[src/sv/sle_pkg.sv]
// sle_pkg: shared constants, operation and status codes, cell command type
// and prefix helpers for the sorted list engine
// no dependencies
`default_nettype none
package sle_pkg;

  localparam int CAPACITY   = 64;
  localparam int VALUE_BITS = 32;
  localparam int IDX_BITS   = $clog2(CAPACITY);
  localparam int CNT_BITS   = $clog2(CAPACITY + 1);
  localparam int FUNC_BITS  = 3;
  localparam int STAT_BITS  = 2;

  localparam int IN_BITS    = FUNC_BITS + VALUE_BITS + IDX_BITS;
  localparam int IN_BYTES   = (IN_BITS + 7) / 8;
  localparam int OUT_BITS   = VALUE_BITS + CNT_BITS + STAT_BITS + CNT_BITS;
  localparam int OUT_BYTES  = (OUT_BITS + 7) / 8;

  localparam logic [FUNC_BITS-1:0] FN_INSERT     = 3'd0;
  localparam logic [FUNC_BITS-1:0] FN_REMOVE     = 3'd1;
  localparam logic [FUNC_BITS-1:0] FN_READ       = 3'd2;
  localparam logic [FUNC_BITS-1:0] FN_FIND_FIRST = 3'd3;
  localparam logic [FUNC_BITS-1:0] FN_FIND_LAST  = 3'd4;

  localparam logic [STAT_BITS-1:0] ST_OK        = 2'd0;
  localparam logic [STAT_BITS-1:0] ST_FULL      = 2'd1;
  localparam logic [STAT_BITS-1:0] ST_BAD_POS   = 2'd2;
  localparam logic [STAT_BITS-1:0] ST_NOT_FOUND = 2'd3;

  localparam logic [CNT_BITS-1:0] NO_POS  = CNT_BITS'(CAPACITY);
  localparam logic [CNT_BITS-1:0] CNT_MAX = CNT_BITS'(CAPACITY);

  typedef logic signed [VALUE_BITS-1:0] value_t;

  typedef struct packed {
    logic                 cmp_en;
    logic                 ins_en;
    logic                 rem_en;
    logic [FUNC_BITS-1:0] func;
    logic                 descending;
    logic [CNT_BITS-1:0]  count;
    logic [IDX_BITS-1:0]  pos;
    value_t               value;
  } cell_cmd_t;

  // or of all flags strictly below each bit, log-depth
  function automatic logic [CAPACITY-1:0] prefix_below(input logic [CAPACITY-1:0] f);
    logic [CAPACITY-1:0] p;
    p = f;
    for (int s = 1; s < CAPACITY; s = s * 2) begin
      p = p | (p << s);
    end
    return p << 1;
  endfunction

  // or of all flags strictly above each bit, log-depth
  function automatic logic [CAPACITY-1:0] prefix_above(input logic [CAPACITY-1:0] f);
    logic [CAPACITY-1:0] p;
    p = f;
    for (int s = 1; s < CAPACITY; s = s * 2) begin
      p = p | (p >> s);
    end
    return p >> 1;
  endfunction

endpackage
`default_nettype wire

[src/sv/sle_cell.sv]
// sle_cell: one list entry with its match flag; compares against the
// broadcast value and shifts to or from its neighbors; uses sle_pkg
`default_nettype none
module sle_cell
  import sle_pkg::*;
(
  input  wire logic                clk,
  input  wire logic [IDX_BITS-1:0] idx,
  input  wire cell_cmd_t           cmd,
  input  wire value_t              left,
  input  wire value_t              right,
  input  wire logic                hit,
  input  wire logic                pre,
  output value_t                   value,
  output logic                     flag
);

  logic in_list;
  logic goes_before;
  logic flag_next;

  assign in_list     = {1'b0, idx} < cmd.count;
  assign goes_before = cmd.descending ? (cmd.value >= value) : (cmd.value <= value);

  always_comb begin
    case (cmd.func)
      FN_INSERT:                   flag_next = !in_list || goes_before;
      FN_REMOVE, FN_READ:          flag_next = idx == cmd.pos;
      FN_FIND_FIRST, FN_FIND_LAST: flag_next = in_list && (cmd.value == value);
      default:                     flag_next = 1'b0;
    endcase
  end

  always_ff @(posedge clk) begin
    if (cmd.cmp_en) begin
      flag <= flag_next;
    end
    if (cmd.ins_en) begin
      if (hit) begin
        value <= cmd.value;
      end else if (pre) begin
        value <= left;
      end
    end else if (cmd.rem_en && (hit || pre)) begin
      value <= right;
    end
  end

endmodule
`default_nettype wire

[config.mk]
export PLATFORM = sky130hd
export DESIGN_NAME = sle_cell
export DESIGN_NICKNAME = d
export VERILOG_FILES = /design/src/sv/sle_pkg.sv /design/src/sv/sle_cell.sv
export SDC_FILE = /design/constraint.sdc
export NUM_CORES = 1
export LEC_CHECK = 0
export ABC_AREA = 1
export BUFFER_PORTS_ARGS = -buffer_cell sky130_fd_sc_hd__buf_2
export CORE_AREA = 2 2 80 82
export CTS_CLUSTER_DIAMETER = 120
export DETAILED_ROUTE_END_ITERATION = 6
export DIE_AREA = 0 0 82 84
export PLACE_DENSITY_LB_ADDON = 0.05
export SLEW_MARGIN = 20
export SYNTH_ARGS = -nofsm -noshare
export SYNTH_HDL_FRONTEND = slang
export SYNTH_SLANG_ARGS = --single-unit
[constraint.sdc]
create_clock -name clk -period 3.65 [get_ports clk]
set_input_delay 0.1825 -clock clk [delete_from_list [all_inputs] [get_ports clk]]
set_output_delay 0.1825 -clock clk [all_outputs]
set_load 0.02 [all_outputs]
==> flow_summary.ini <==
[finish]
area_growth_syn_to_layout_pct = 32.5
drive_above_1_share_pct = 34.2
nNetsFinal = 685
n_antenna_cell = 0
final_cells = 601

[setup_path]
critPathBufInv = 2
reg2regPathDepth = 13
crit_start = cmd[50]
required_ps = 3680
worst-path-stages = 4
reg2reg_to = flag
critPathMaxFanout = 34
r2r_setup_slack_ps = 1870
r2r-start = value[15]
criticalPathCategory = input pin to register
endpoint = value[11]
crit_slowest_cell = clkinv_1
cpPeakStageDelay_ps = 970
worstSetupEndpointType = register
cp-start-kind = input pin
path_cells = buf_2, clkinv_1, nand2_1, o21ai_0
arrival_ps = 2030
crit_family = buffers and inverters

[power_and_ir_drop]
powerDensity_mw_per_mm2 = 325
p_leak_nw = 2.01
max-vdd-ir-drop_uv = 154

[die]
initial_core_util_pct = 46.7
core-area_sq_mm = 0.00610
ios = 158
die_h_um = 84
fp-row-count = 29
die_w_um = 82
dieArea_sq_mm = 0.00689

[synth]
yosysMostFrequentCell = nand2_1
syn_nets = 532
syn-cell-area_sq_mm = 0.00285
synthFlopType = edfxtp_1
ys_types = 27
ys_warn_count = 0
ys_ff_latch = 33
synth.top_cells.by_count = nand2_1, o21ai_0, inv_1
syn_inst = 370
synth_top_area_share_pct = 34.8
synth_edf_count = 33
yosysSeqAreaShare_pct = 34.8
synth-async-reset-ratio_pct = 0
synthTopCellsByArea = edfxtp_1, ha_1, o21ai_0
synth_top_area_cell = edfxtp_1
avgSynthCellArea_sq_um = 7.70

[clocking]
cts_tree = yes
h-tree-depth = 2
clkTransAtPathRegs_ps = 70
cts_setup_buffers = 0
post_cts_resize_count = 0
worstSkewPairLatency_ps = 290
cts_root_buf = clkbuf_8
cts_made_buffers = 5
cts_hold_buf = 0
clock-sinks = 33
clk_path_buf_depth = 2

[drt]
routedWlPerCell_um = 12.3
drt-initial-drc-count = 132
drt_pass1_iterations = 4
drtAntennaViolNets = 0
drc_errors = 0
vias = 2935
wl_um = 7370
routed_via_density = 4.88

[timing]
hold_slack_ps = 87.2
post-route-worst-setup-slack_ps = 1650
setup_viol = 0
drv_slew = 0
finalSetupTns_ps = 0
hold_violations = 0
worst_pin_slew_ps = 1040
fmaxAchievable_ghz = 0.501
rsz0062_at_grt = false
fin_crit_sh_pct = 54.7
skew_ps = 4.15
max_slew_margin_pct = 30.7
period_minus_slack_ps = 2000

[place]
place_inst = 593
dpl.hpwl_um = 5710
io_buffers = 157
gp_congestion = 0.799
place_worst_setup_slack_ps = 1730

[global_route]
grt_pass1_vias = 2736
grt_pass1_wl_um = 11700
track_usage_pct = 21.4
overflow = 0
grt_max_degree = 35
antenna_found_initial = 0

[flow_run]
drv_cap = 0

[worst_hold_path]
min_path_type = input pin to register
hold_depth = 1

[outcome]
status = finished, final reports clean
-- where the power goes --
part	internal [mW]	total, mW	switching, mW
sequential	0.476	0.499	0.0229
combinational	0.182	0.451	0.269
clock	0.132	0.276	0.144
-- sequential cells by signal, summed over array words and instances, names as in the netlist --
| signal | flops |
|---|---|
| value | 32 |
| flag | 1 |
-- placed cells by master (no fill, tap or decap), drive strengths merged, types with 4 or more instances in the layout --
cell	n
o21ai	67
nor2	46
clkbuf	6
inv	53
a21oi	19
edfxtp	33
nand2	75
ha	37
nand3	10
xor2	4
buf	158
-- worst min-delay path by stage --
stage / slack [ps] / startpoint / to
2_1_floorplan: 290 / cmd[51] / flag
5_1_grt: 80 / cmd[51] / flag
4_1_cts: 80 / cmd[51] / flag
6_report: 90 / cmd[51] / flag
3_3_place_gp: 380 / cmd[51] / flag
3_5_place_dp: 380 / cmd[51] / flag
-- metal layers --
| layer | up-vias | wire [um] | global-route usage, % |
|---|---|---|---|
| li1 | 1536 | - | - |
| met1 | 1283 | 3070 | 26.5 |
| met2 | 108 | 3660 | 37.1 |
| met3 | 8 | 560 | 4.76 |
| met4 | 0 | 83 | 5.15 |
| met5 | - | 0 | 0 |
-- logic make-up (layout without fill, tap and decap cells) --
logic type | Yosys count | in the layout | share of synthesized area [%]
compound gates | 91 | 91 | 16.6
xor+xnor | 7 | 7 | 2.15
fa+ha+maj | 37 | 37 | 16.2
buf+inv | 66 | 220 | 8.74
flops | 33 | 33 | 34.8
simple gates | 136 | 136 | 21.4
-- cell type report --
cell class                 count  area [sq um]
sequential                    33           991
clock inverter                 2          10.0
tap                           77          96.3
timing repair buffer         158           793
inverter                      54           203
fill                         563          2320
clock buffer                   6          72.6
multi-input combinational    271          1610
-- per-stage QoR --
| step | cell area (sq um) | power (mW) | util [%] |
|---|---|---|---|
| CTS | 3770 | 1.24 | 61.9 |
| global route | 3770 | 1.31 | 61.9 |
| floorplan | 2850 | 0.790 | - |
| finish | 3770 | 1.23 | 61.9 |
| global placement | 3690 | 0.953 | 60.6 |
| detailed placement | 3690 | 0.963 | 60.6 |
Power figures use the tool's default switching activity.
